<file path="src/design/ewh_div.sv">
module ewh_div #(
	parameter int unsigned DEN_W  = 32,
	parameter int unsigned QUOT_W = 11
) (
	input  logic              clk,
	input  logic              arst_n,
	input  logic              start,
	input  logic [DEN_W-1:0]  num_hi,
	input  logic [QUOT_W-1:0] num_lo,
	input  logic [DEN_W-1:0]  den,
	output logic              done,
	output logic [QUOT_W-1:0] quot
);

	localparam int unsigned CNT_W = $clog2(QUOT_W + 1);

	logic [DEN_W-1:0]  rem_q;
	logic [DEN_W-1:0]  den_q;
	logic [QUOT_W-1:0] lo_q;
	logic [QUOT_W-1:0] quot_q;
	logic [CNT_W-1:0]  cnt_q;
	logic              run_q;
	logic              done_q;

	logic [DEN_W:0]    trial;
	logic              take;
	logic [DEN_W:0]    diff;

	// One quotient bit per cycle: shift in the next numerator bit, subtract if it fits
	assign trial = {rem_q, lo_q[QUOT_W-1]};
	assign take  = trial >= {1'b0, den_q};
	assign diff  = trial - {1'b0, den_q};

	always_ff @(posedge clk or negedge arst_n) begin
		if (!arst_n) begin
			run_q  <= 1'b0;
			done_q <= 1'b0;
			cnt_q  <= '0;
		end else begin
			done_q <= 1'b0;
			if (start) begin
				run_q <= 1'b1;
				cnt_q <= CNT_W'(QUOT_W);
			end else if (run_q) begin
				cnt_q <= cnt_q - CNT_W'(1);
				if (cnt_q == CNT_W'(1)) begin
					run_q  <= 1'b0;
					done_q <= 1'b1;
				end
			end
		end
	end

	always_ff @(posedge clk) begin
		if (start) begin
			rem_q  <= num_hi;
			lo_q   <= num_lo;
			den_q  <= den;
			quot_q <= '0;
		end else if (run_q) begin
			rem_q  <= take ? diff[DEN_W-1:0] : trial[DEN_W-1:0];
			lo_q   <= lo_q << 1;
			quot_q <= (quot_q << 1) | QUOT_W'(take);
		end
	end

	assign done = done_q;
	assign quot = quot_q;

	a_start_idle: assert property (@(posedge clk) disable iff (!arst_n)
		start |-> !run_q)
		else $error("divider started while running");

	a_rem_below_den: assert property (@(posedge clk) disable iff (!arst_n)
		run_q |-> rem_q < den_q)
		else $error("partial remainder not below divisor");

	a_done_ends_run: assert property (@(posedge clk) disable iff (!arst_n)
		done_q |-> !run_q && $past(run_q))
		else $error("done without a finished run");

	a_done_pulse: assert property (@(posedge clk) disable iff (!arst_n)
		done_q |=> !done_q)
		else $error("done held longer than one cycle");

endmodule

</file>
<file path="config.mk">
export PLATFORM = sky130hd
export DESIGN_NAME = ewh_div
export DESIGN_NICKNAME = d
export VERILOG_FILES = /design/src/design/ewh_div.sv
export SDC_FILE = /design/constraint.sdc
export NUM_CORES = 1
export LEC_CHECK = 0
export BUFFER_PORTS_ARGS = -buffer_cell sky130_fd_sc_hd__clkbuf_2
export CAP_MARGIN = 20
export CORE_MARGIN = 3
export CORE_UTILIZATION = 50
export CTS_CLUSTER_SIZE = 24
export DETAILED_ROUTE_END_ITERATION = 10
export PLACE_DENSITY = 0.72
export RECOVER_POWER = 50
export SYNTH_ARGS = -nofsm -noshare
export SYNTH_HDL_FRONTEND = slang
export SYNTH_SLANG_ARGS = --single-unit
</file>
<file path="constraint.sdc">
create_clock -name clk -period 4.1 [get_ports clk]
set_input_delay 0.41 -clock clk [delete_from_list [all_inputs] [get_ports clk]]
set_output_delay 0.41 -clock clk [all_outputs]
set_load 0.01 [all_outputs]
</file>
==> results of run 1 <==
[final cells by class]
type | instances | share of cell area, %
Clock buffer | 11 | 3.90
Tap cell | 140 | 2.69
Timing Repair Buffer | 96 | 7.53
Inverter | 38 | 2.19
Multi-Input combinational cell | 388 | 42.9
Sequential cell | 92 | 40.3
Clock inverter | 5 | 0.499
[per-layer routing]
layer / share of wire, % / vias up / global-route usage, %
li1: - / 2190 / -
met1: 45 / 2086 / 27.1
met2: 48 / 97 / 32.3
met3: 5.0 / 19 / 5.55
met4: 2.0 / 0 / 7.45
met5: 0 / - / 0
[worst max-delay path, delay by kind of cell]
kind | cells | cell delay [ps]
buf+inv | 2 | 2550
mux | 1 | 420
[power breakdown]
part           internal (µW)  total [µW]  leakage (µW)  switching (µW)
clock network            448         802      0.000143             354
registers               1300        1410      0.000935             118
logic                   1000        2380       0.00176            1370
[flip-flops by register name, summed over array words and instances (netlist names)]
signal,cells
cnt_q,4
den_q,32
done,1
lo_q,11
quot,11
rem_q,32
run_q,1
[cells by family (layout without fill, tap and decap cells)]
group	after synthesis	in the layout	synth area share [%]
flip-flops	92	92	46.2
AND/OR/NAND/NOR	158	158	14.2
XOR/XNOR	29	29	4.48
AO/OA/AOI/OAI	135	135	17.0
buffers and inverters	65	150	4.48
multiplexers	31	31	5.80
adder cells (fa/ha/maj)	35	35	7.85
[synthesized netlist by cell type (all sizes together), types with 4 or more instances]
master	number	area [µm²]
inv	38	143
a221o	5	50.1
nor2	31	119
o21ai	22	110
nand4	5	31.3
nand3	5	25.0
o311ai	15	131
a211o	7	61.3
a31oi	4	40.0
nor3b	7	52.6
dfrtp	6	150
edfxtp	75	2250
a21oi	33	165
dfxtp	11	220
buf	10	47.5
mux2	15	169
nor4	6	37.5
nand3b	15	113
clkbuf	17	63.8
a21o	11	82.6
o211ai	4	30.0
a211oi	4	30.0
ha	34	425
nor3	10	50.1
xnor2	12	105
o21a	5	37.5
nor2b	7	43.8
nand2b	7	43.8
mux2i	16	160
xor2	17	149
nand2	50	188
[stage by stage]
| step | power (µW) | util, % | hold WS (ps) |
|---|---|---|---|
| floorplan | 3250 | - | 114 |
| global placement | 3750 | 56.7 | 238 |
| detailed placement | 3790 | 56.7 | 242 |
| CTS | 4610 | 59.4 | 217 |
| global route | 4960 | 59.3 | 218 |
| finish | 4590 | 59.3 | 230 |
[worst max-delay path by stage]
stage                         start         to  cells past startpoint
after floorplan            lo_q[10]  rem_q[30]                     12
after global placement     rem_q[5]   rem_q[1]                     10
after detailed placement  rem_q[19]   rem_q[0]                     10
after CTS                 rem_q[19]   rem_q[0]                     10
after global routing          start    lo_q[3]                      3
final                         start    lo_q[3]                      3
[timing repair]
item                      in CTS  in global routing
hold endpoints to repair       6                  0
hold buffers                   1                  0
gates resized for setup        0                  0
==> results_dict.tcl, run 1 <==
set metrics [dict create \
    synth-warning-count 0 \
    synth_flop_cell "sky130_fd_sc_hd__edfxtp_1" \
    antenna_violations_before_repair 0 \
    synth_nets 658 \
    grt_first_pass_wirelength_um 20900 \
    minimum_setup_slack_among_reg_to_reg_paths_ps 820 \
    routed_wl_um 12400 \
    place.port_buffers 89 \
    post_synth_instance_area_um2 5670 \
    drt_drc_violations_left 0 \
    routed-via-count 4392 \
    cts.reportedPaths.clkPinSlew_ps 70 \
    numCtsBuffers 9 \
    fp.dieH_um 113 \
    setup_viol 0 \
    design.core.area_um2 11000 \
    top_level_ports 90 \
    final-hold-violation-count 0 \
    post-cts-setup-buffers 0 \
    final_cell_mix "sky130_fd_sc_hd__edfxtp_1 (75), sky130_fd_sc_hd__clkbuf_2 (74), sky130_fd_sc_hd__nand2_1 (50)" \
    total_gr_overflow 0 \
    critical_path.max_stage_delay_ps 1700 \
    dpl.cell_count 752 \
    placed_cell_area_um2 6220 \
    synth-edff-count 75 \
    rows 38 \
    final.setup.worst_slack_ps 801 \
    die-area_um2 12700 \
    timing.hold.worst.class "in2reg" \
    worstSetupEndpointType "register" \
    drt_iter0_drc 257 \
    power-per-cell-area_nw_per_um2 705 \
    timing.slew.headroom_pct -63.0 \
    syn-mean-instance-area_um2 10.4 \
    final_antenna_net_count 0 \
    grt_max_degree 58 \
    floorplan.initialDensity_pct 51.7 \
    critPathKind "in2reg" \
    setup_repair_after_global_routing_missed_its_margin "no" \
    path_cells "clkbuf_1 -> clkbuf_2 -> mux2_2" \
    final-instance-count-excl-fill 770 \
    cts_buffer_depth 2 \
    outcome "complete, but fails checks" \
    design.final.nets 738 \
    timing.final.crit_share_pct 80.5 \
    postLayoutCellArea_um2 6520 \
    ctsRootBufferMaster "sky130_fd_sc_hd__clkbuf_16" \
    worst_clock_skew_ps 5.09 \
    syn-instance-count 545 \
    startpoint_of_the_worst_hold_path "den[7]" \
    violations "capacitance limit, slew limit" \
    crit_required_ps 4200 \
    drive_gt1_share_pct 18.3 \
    drt_pass1_iterations 4 \
    cpMaxStageDelayCell "sky130_fd_sc_hd__clkbuf_1" \
    mostFrequentLayoutCell "sky130_fd_sc_hd__edfxtp_1" \
    worst_hold_path.endpoint "den_q[7]" \
    htree_depth 3 \
    leakage_uw 0.00284 \
    fin_tns_setup_ps 0 \
    layout.filler_cells 939 \
    multi_input_area_um2 2800 \
    gpl.final_weighted_congestion 0.863 \
    synth.yosys.seq_area_share_pct 46.2 \
    cp.arrival_ps 3400 \
    floorplan.die.width_um 113 \
    maxClockFrequency_mhz 303 \
    routed_wire_length_per_instance_um 16.1 \
    rr_endpoint "rem_q[0]" \
    post_drt_via_cell_ratio 5.70 \
    r2r_cells 10 \
    flow.area_growth_from_synthesis_pct 14.8 \
    number_of_violations_of_the_max_capacitance_limit 1 \
    final_slew_viol_count 58 \
    hpwl_um 9190 \
    first_global_vias 4324 \
    register_area_um2 2620 \
    cts.sinks 92 \
    netlist-cell-type-count 64 \
    cts_tree "built" \
    synth_async_sr_flop_share_pct 6.52 \
    post-route-min-period_ps 3300 \
    critical_path_peak_fanout 57 \
    diodes 0 \
    min_path_cells 1 \
    synth-seq-cells 92 \
    clk-insertion-delay-late_ps 350 \
    globalRouteTotalUtil_pct 20.5 \
    start_kind "input port" \
    dpl_worst_slack_ps 867 \
    critical_path.reg2reg.startpoint "rem_q[19]" \
    power.ir.vdd_worst_v 0.000535 \
    max_slew.worst_pin.slew_ps 2440 \
]
Note: power is estimated with default switching activity, not from simulation.
==> run 2, diff against run 1 <==
--- a/config.mk
+++ b/config.mk
@@ -5,13 +5,14 @@
 export SDC_FILE = /design/constraint.sdc
 export NUM_CORES = 1
 export LEC_CHECK = 0
+export ABC_AREA = 1
 export BUFFER_PORTS_ARGS = -buffer_cell sky130_fd_sc_hd__clkbuf_2
 export CAP_MARGIN = 20
 export CORE_MARGIN = 3
 export CORE_UTILIZATION = 50
 export CTS_CLUSTER_SIZE = 24
 export DETAILED_ROUTE_END_ITERATION = 10
-export PLACE_DENSITY = 0.72
+export PLACE_DENSITY = 0.74
 export RECOVER_POWER = 50
 export SYNTH_ARGS = -nofsm -noshare
 export SYNTH_HDL_FRONTEND = slang
==> constraint.sdc (replaced) <==
create_clock -name clk -period 2.8 [get_ports clk]
set_input_delay 0.28 -clock clk [delete_from_list [all_inputs] [get_ports clk]]
set_output_delay 0.28 -clock clk [all_outputs]
set_load 0.01 [all_outputs]
==> run 2 against run 1 <==
Against the previous run: the flow still finishes with violations (capacitance limit, slew limit); via count up 35%; clock skew grew 4.5 ps; largest cell class unchanged; core utilization down 0.28 points; critical endpoint is now rem_q[8]; design area up 15%; register-to-register slack worse by 620 ps; global-route usage increased by 4.1 points; synthesized cell count grew 70%; area after synthesis grew 15%; die area grew 15%; critical path type is now reg2reg; largest power group unchanged; clock power grew 55%; worst hold slack got worse by 140 ps; sequential share of layout area is 5.3 points lower.
==> results_dict.tcl, run 2 <==
set metrics [dict create \
    mostFrequentLayoutCell "sky130_fd_sc_hd__nand2_1" \
    floorplan.die.width_um 120 \
    flow.area_growth_from_synthesis_pct 14.7 \
    cts.reportedPaths.clkPinSlew_ps 70 \
    setup_viol 0 \
    outcome "complete, but fails checks" \
    power-per-cell-area_nw_per_um2 967 \
    routed_wire_length_per_instance_um 14.1 \
    htree_depth 3 \
    netSwitchingPower_uw 3280 \
    post_cts_resize_count 0 \
    cts_buffer_depth 2 \
    post_drt_via_cell_ratio 4.94 \
    timing.hold.worst.class "in2reg" \
    layout.filler_cells 1270 \
    syn-instance-count 928 \
    clk-insertion-delay-late_ps 360 \
    synth_nets 1041 \
    diodes 0 \
    cp.arrival_ps 2710 \
    ctsRootBufferMaster "sky130_fd_sc_hd__clkbuf_16" \
    critical_path.startpoint "rem_q[18]" \
    hpwl_um 13000 \
    netlist-cell-type-count 35 \
    ys_top_cells_by_area "sky130_fd_sc_hd__edfxtp_1 (34%), sky130_fd_sc_hd__nand2_1 (21%), sky130_fd_sc_hd__inv_1 (10%)" \
    gpl.final_weighted_congestion 1.02 \
    post-route-min-period_ps 2600 \
    regs_by_ff_count "den_q (32), rem_q (32)" \
    startpoint_of_the_worst_hold_path "den[12]" \
    max_slew.worst_pin.slew_ps 1550 \
    dpl.cell_count 1182 \
    dpl_worst_slack_ps 250 \
    worstSetupEndpointType "register" \
    setup_repair_after_global_routing_missed_its_margin "no" \
    synth.largest_area_cell "sky130_fd_sc_hd__edfxtp_1" \
    yosys.cell_count.top_type "sky130_fd_sc_hd__nand2_1" \
    clockPowerShare_pct 17.1 \
    antenna_violations_before_repair 0 \
    drive_gt1_share_pct 11.5 \
    grt_first_pass_wirelength_um 28000 \
    drt_iter0_drc 334 \
    final-hold-violation-count 0 \
    leakage_uw 0.00407 \
    power.ir.vdd_worst_v 0.000513 \
    cts_tree "built" \
    top_level_ports 90 \
    power.total_uw 7270 \
    maxClockFrequency_mhz 384 \
    floorplan.initialDensity_pct 51.5 \
    design.core.area_um2 12700 \
    p_int_uw 3980 \
    total_gr_overflow 0 \
    worst_clock_skew_ps 9.57 \
    post_synth_instance_area_um2 6550 \
    final_antenna_net_count 0 \
    synth-edff-count 75 \
    timing.final.crit_share_pct 92.9 \
    critPathKind "reg2reg" \
    synth_flop_cell "sky130_fd_sc_hd__edfxtp_1" \
    design.final.nets 1135 \
    syn-mean-instance-area_um2 7.05 \
    violations "capacitance limit, slew limit" \
    final_cell_mix "sky130_fd_sc_hd__nand2_1 (364), sky130_fd_sc_hd__inv_1 (180), sky130_fd_sc_hd__edfxtp_1 (75), sky130_fd_sc_hd__clkbuf_2 (75), sky130_fd_sc_hd__nand3_1 (72)" \
    cts.sinks 92 \
    fp.dieH_um 120 \
    timing.slew.headroom_pct -3.16 \
    start_kind "register" \
    routed_wl_um 16900 \
    numCtsBuffers 9 \
    place.port_buffers 89 \
    synth-seq-cells 92 \
    globalRouteTotalUtil_pct 24.5 \
    p_sw_share_pct 45.2 \
    drt_pass1_iterations 5 \
    post-cts-setup-buffers 0 \
    final_slew_viol_count 75 \
    pwr-share-seq_pct 27.5 \
    first_global_vias 5750 \
    number_of_violations_of_the_max_capacitance_limit 1 \
    synth.yosys.seq_area_share_pct 40.1 \
    synth-warning-count 0 \
    synth_largest_type_area_fraction_pct 34.4 \
    critical_path_peak_fanout 18 \
    fin_tns_setup_ps 0 \
    die-area_um2 14500 \
    final.setup.worst_slack_ps 198 \
    routed-via-count 5919 \
    critical_path.reg2reg.startpoint "rem_q[18]" \
    final-instance-count-excl-fill 1199 \
    drt_drc_violations_left 0 \
    rows 41 \
    combinationalPowerShare_pct 55.4 \
    synthTopCellsByCount "sky130_fd_sc_hd__nand2_1 (364), sky130_fd_sc_hd__inv_1 (181), sky130_fd_sc_hd__edfxtp_1 (75)" \
    grt_max_degree 75 \
    crit_required_ps 2910 \
    synth_async_sr_flop_share_pct 6.52 \
]
## run 2: cell types whose count changed after synthesis, sizes merged, moves of 16 or more
cell   before  now
inv        38  181
mux2i      16    0
nand2      50  372
nand3       5   73
nor2       31   52
xor2       17    1
## run 2: power by group through the flow
stage	registers (µW)	logic (µW)	clock network, µW
2_1_floorplan	1980	3020	0
5_1_grt	2040	4620	1310
6_report	2000	4020	1240
4_1_cts	2000	4020	1270
3_3_place_gp	2030	3960	0
3_5_place_dp	2020	3990	0
## run 2: worst max-delay path: stages (launching register included)
cell,delay [ps]
sky130_fd_sc_hd__edfxtp_1,450
sky130_fd_sc_hd__ha_1,410
sky130_fd_sc_hd__nand2_1,190
sky130_fd_sc_hd__inv_1,80
sky130_fd_sc_hd__nand2_1,60
sky130_fd_sc_hd__nand2_1,80
sky130_fd_sc_hd__a21oi_2,160
sky130_fd_sc_hd__nor2_1,90
sky130_fd_sc_hd__nor2_4,220
sky130_fd_sc_hd__buf_4,310
sky130_fd_sc_hd__nand3b_1,120
sky130_fd_sc_hd__nand3_1,120
sky130_fd_sc_hd__nand2_1,60
## run 2: path summary, 6_finish.rpt
| check | end | slack, ps | cells past startpoint |
|---|---|---|---|
| hold reg to reg | quot[10] | 480 | 2 |
| setup reg to reg | rem_q[8] | 200 | 12 |
| setup / recovery | rem_q[8] | 200 | 12 |
| min in group asynchronous | cnt_q[1] | 320 | 2 |
| max in group asynchronous | cnt_q[3] | 2210 | 2 |
| hold / removal | den_q[12] | 90 | 1 |
## run 2: layout make-up
cell class / instances / area (µm²) / area share, %
clock buffers: 9 / 225 / 3.00
clock inverters: 7 / 80.1 / 1.07
inverters: 183 / 687 / 9.15
multi-input cells: 634 / 3120 / 41.6
flip-flops and latches: 92 / 2620 / 34.9
well taps: 172 / 215 / 2.87
repair buffers: 102 / 558 / 7.43
## run 2: per-stage QoR
step | utilization (%) | area, µm² | hold slack, ps
finish | 59.0 | 7510 | 89.2
global route | 59.0 | 7510 | 82.4
CTS | 59.2 | 7540 | 82.5
detailed placement | 56.8 | 7220 | 119
global placement | 56.8 | 7220 | 115
floorplan | - | 6550 | -15.6
## run 2: cells by family after synthesis
family                     count (synthesis)  synth area share [%]
buffers and inverters                    202                  12.2
xor gates and xnor gates                  14                  1.87
AOI/OAI and AO/OA                         43                  3.67
adders and majority gates                 35                  6.80
DFF                                       92                  40.1
and+or+nand+nor                          542                  35.4
## run 2: per-layer routing
metal | GRT usage, % | vias up | part of all wire (%)
met5 | 0 | - | 0
met4 | 7.44 | 0 | 1.9
met3 | 5.85 | 22 | 6.9
met2 | 39.6 | 167 | 46
met1 | 32.8 | 2652 | 45
li1 | - | 3078 | -
## run 2: timing repair
item,4_1_cts,5_1_grt
hold buffers,1,0
setup endpoints to repair,0,0
endpoints found under the hold margin,6,0
==> run 3, diff against run 2 <==
--- a/config.mk
+++ b/config.mk
@@ -5,14 +5,13 @@
 export SDC_FILE = /design/constraint.sdc
 export NUM_CORES = 1
 export LEC_CHECK = 0
-export ABC_AREA = 1
 export BUFFER_PORTS_ARGS = -buffer_cell sky130_fd_sc_hd__clkbuf_2
 export CAP_MARGIN = 20
 export CORE_MARGIN = 3
 export CORE_UTILIZATION = 50
 export CTS_CLUSTER_SIZE = 24
 export DETAILED_ROUTE_END_ITERATION = 10
-export PLACE_DENSITY = 0.74
+export PLACE_DENSITY = 0.72
 export RECOVER_POWER = 50
 export SYNTH_ARGS = -nofsm -noshare
 export SYNTH_HDL_FRONTEND = slang
==> constraint.sdc (replaced) <==
create_clock -name clk -period 3.2 [get_ports clk]
set_input_delay 0.32 -clock clk [delete_from_list [all_inputs] [get_ports clk]]
set_output_delay 0.32 -clock clk [all_outputs]
set_load 0.01 [all_outputs]
==> run 3 against run 2 <==
Against the previous run: the flow now finishes without violations; count of clock-buffer cells in the layout is 3 higher; core utilization increased by 2.1 points; routed wire length shrank 23%; clock skew is 4.8 ps lower; critical endpoint is now rem_q[30]; highest routed layer unchanged.
==> results_dict.tcl, run 3 (synthesis gave the netlist of run 1 again) <==
set metrics [dict create \
    routed-wl-met2_um 6500 \
    clk-insertion-delay-late_ps 340 \
    multi_input_area_um2 2840 \
    final_antenna_net_count 0 \
    cp.arrival_ps 3150 \
    setup_repair_after_global_routing_missed_its_margin "no" \
    routed_wl_um 13000 \
    drt-met1-wl_um 5760 \
    maxClockFrequency_mhz 328 \
    htree_depth 3 \
    drt_drc_violations_left 0 \
    max_slew.worst_pin.slew_ps 1480 \
    layout.filler_cells 945 \
    register_area_um2 2620 \
    drt_pass1_iterations 4 \
    routed_wire_length_per_instance_um 16.6 \
    timing.final.crit_share_pct 95.3 \
    die-area_um2 12700 \
    mostFrequentLayoutCell "sky130_fd_sc_hd__clkbuf_2" \
    flow.area_growth_from_synthesis_pct 18.4 \
    crit_required_ps 3300 \
    dpl.cell_count 767 \
    pwr-share-seq_pct 29.2 \
    drive_gt1_share_pct 21.3 \
    final_cell_mix "sky130_fd_sc_hd__clkbuf_2 (76), sky130_fd_sc_hd__edfxtp_1 (75), sky130_fd_sc_hd__nand2_1 (50)" \
    floorplan.initialDensity_pct 51.7 \
    combinationalPowerShare_pct 52.9 \
    p_int_uw 3780 \
    numCtsBuffers 9 \
    power.ir.vdd_worst_v 0.000708 \
    cts.sinks 92 \
    p_sw_share_pct 39.4 \
    final_slew_viol_count 0 \
    antenna_violations_before_repair 0 \
    ctsRootBufferMaster "sky130_fd_sc_hd__clkbuf_16" \
    final-instance-count-excl-fill 787 \
    design.core.area_um2 11000 \
    top_level_ports 90 \
    worstSetupEndpointType "register" \
    start_kind "register" \
    diodes 0 \
    total_gr_overflow 0 \
    minimum_setup_slack_among_reg_to_reg_paths_ps 150 \
    outcome "complete, no violations" \
    worst_clock_skew_ps 4.78 \
    fin_tns_setup_ps 0 \
    power-per-cell-area_nw_per_um2 928 \
    cts.reportedPaths.clkPinSlew_ps 60 \
    gpl.final_weighted_congestion 0.843 \
    clockPowerShare_pct 18.0 \
    grt_first_pass_wirelength_um 21600 \
    timing.slew.headroom_pct 1.60 \
    critPathKind "reg2reg" \
    drt_iter0_drc 350 \
    fp.dieH_um 113 \
    place.port_buffers 89 \
    routed-via-count 4473 \
    power.total_uw 6240 \
    number_of_violations_of_the_max_capacitance_limit 0 \
    design.final.nets 755 \
    first_global_vias 4481 \
    cts_buffer_depth 2 \
    globalRouteTotalUtil_pct 21.3 \
    floorplan.die.width_um 113 \
    hpwl_um 9700 \
    final-hold-violation-count 0 \
    regs_by_ff_count "den_q (32), rem_q (32)" \
    leakage_uw 0.00293 \
    post_drt_via_cell_ratio 5.68 \
    setup_viol 0 \
    detailroute.wirelength.met3_um 593 \
    grt_max_degree 51 \
    cts_tree "built" \
    timing.hold.worst.class "in2reg" \
    routed.top_layer "met4" \
    critical_path_peak_fanout 4 \
    netSwitchingPower_uw 2460 \
    rows 38 \
    post-route-min-period_ps 3050 \
]
## run 3: power groups by stage
stage	clock, µW	sequential [µW]	combinational (µW)
final	1120	1820	3300
after floorplan	0	1790	2370
after global routing	1180	1850	3660
after global placement	0	1830	3180
after detailed placement	0	1840	3210
after CTS	1150	1820	3240
## run 3: final cells by class
cell class / count / area share [%]
Inverter: 38 / 2.12
Clock buffer: 12 / 3.52
Timing Repair Buffer: 113 / 9.42
Multi-Input combinational cell: 388 / 42.2
Clock inverter: 4 / 1.10
Sequential cell: 92 / 39.0
Tap cell: 140 / 2.61
## run 3: final timing paths
kind                          start        end  cells past startpoint
setup / recovery           lo_q[10]  rem_q[30]                     12
hold / removal              den[20]  den_q[20]                      1
setup reg to reg           lo_q[10]  rem_q[30]                     12
hold reg to reg            quot[10]   quot[10]                      2
max in group asynchronous    arst_n   cnt_q[0]                      2
min in group asynchronous    arst_n   cnt_q[1]                      2
## run 3: repair_timing
action                     4_1_cts  5_1_grt
resized for setup                1        7
buffers inserted                 0        3
setup endpoints to repair        1       22
pin swaps                        0        5
hold endpoints to repair         6        0
hold buffers                     1        0
## run 3: metal layers
layer | vias to the layer above | global-route usage, %
li1 | 2223 | -
met4 | 0 | 6.41
met5 | - | 0
met1 | 2117 | 26.7
met3 | 17 | 5.18
met2 | 116 | 36.4
## run 3: stage by stage
stage	area, µm²	hold WS (ps)	utilization (%)	setup WS (ps)
global placement	6360	146	57.9	137
floorplan	5670	24.4	-	298
CTS	6690	133	60.9	43.4
detailed placement	6360	155	57.9	29.5
finish	6720	148	61.2	150
global route	6720	137	61.2	1.31
## run 3: worst max-delay path, stage by stage, from the launching register on
cell	delay (ps)
sky130_fd_sc_hd__edfxtp_1	360
sky130_fd_sc_hd__inv_1	80
sky130_fd_sc_hd__ha_1	160
sky130_fd_sc_hd__inv_1	50
sky130_fd_sc_hd__fa_2	350
sky130_fd_sc_hd__a21o_1	190
sky130_fd_sc_hd__a22o_1	230
sky130_fd_sc_hd__o21ba_4	250
sky130_fd_sc_hd__a221o_1	420
sky130_fd_sc_hd__a41oi_2	200
sky130_fd_sc_hd__o21bai_1	90
sky130_fd_sc_hd__xor2_1	150
sky130_fd_sc_hd__a221o_1	290
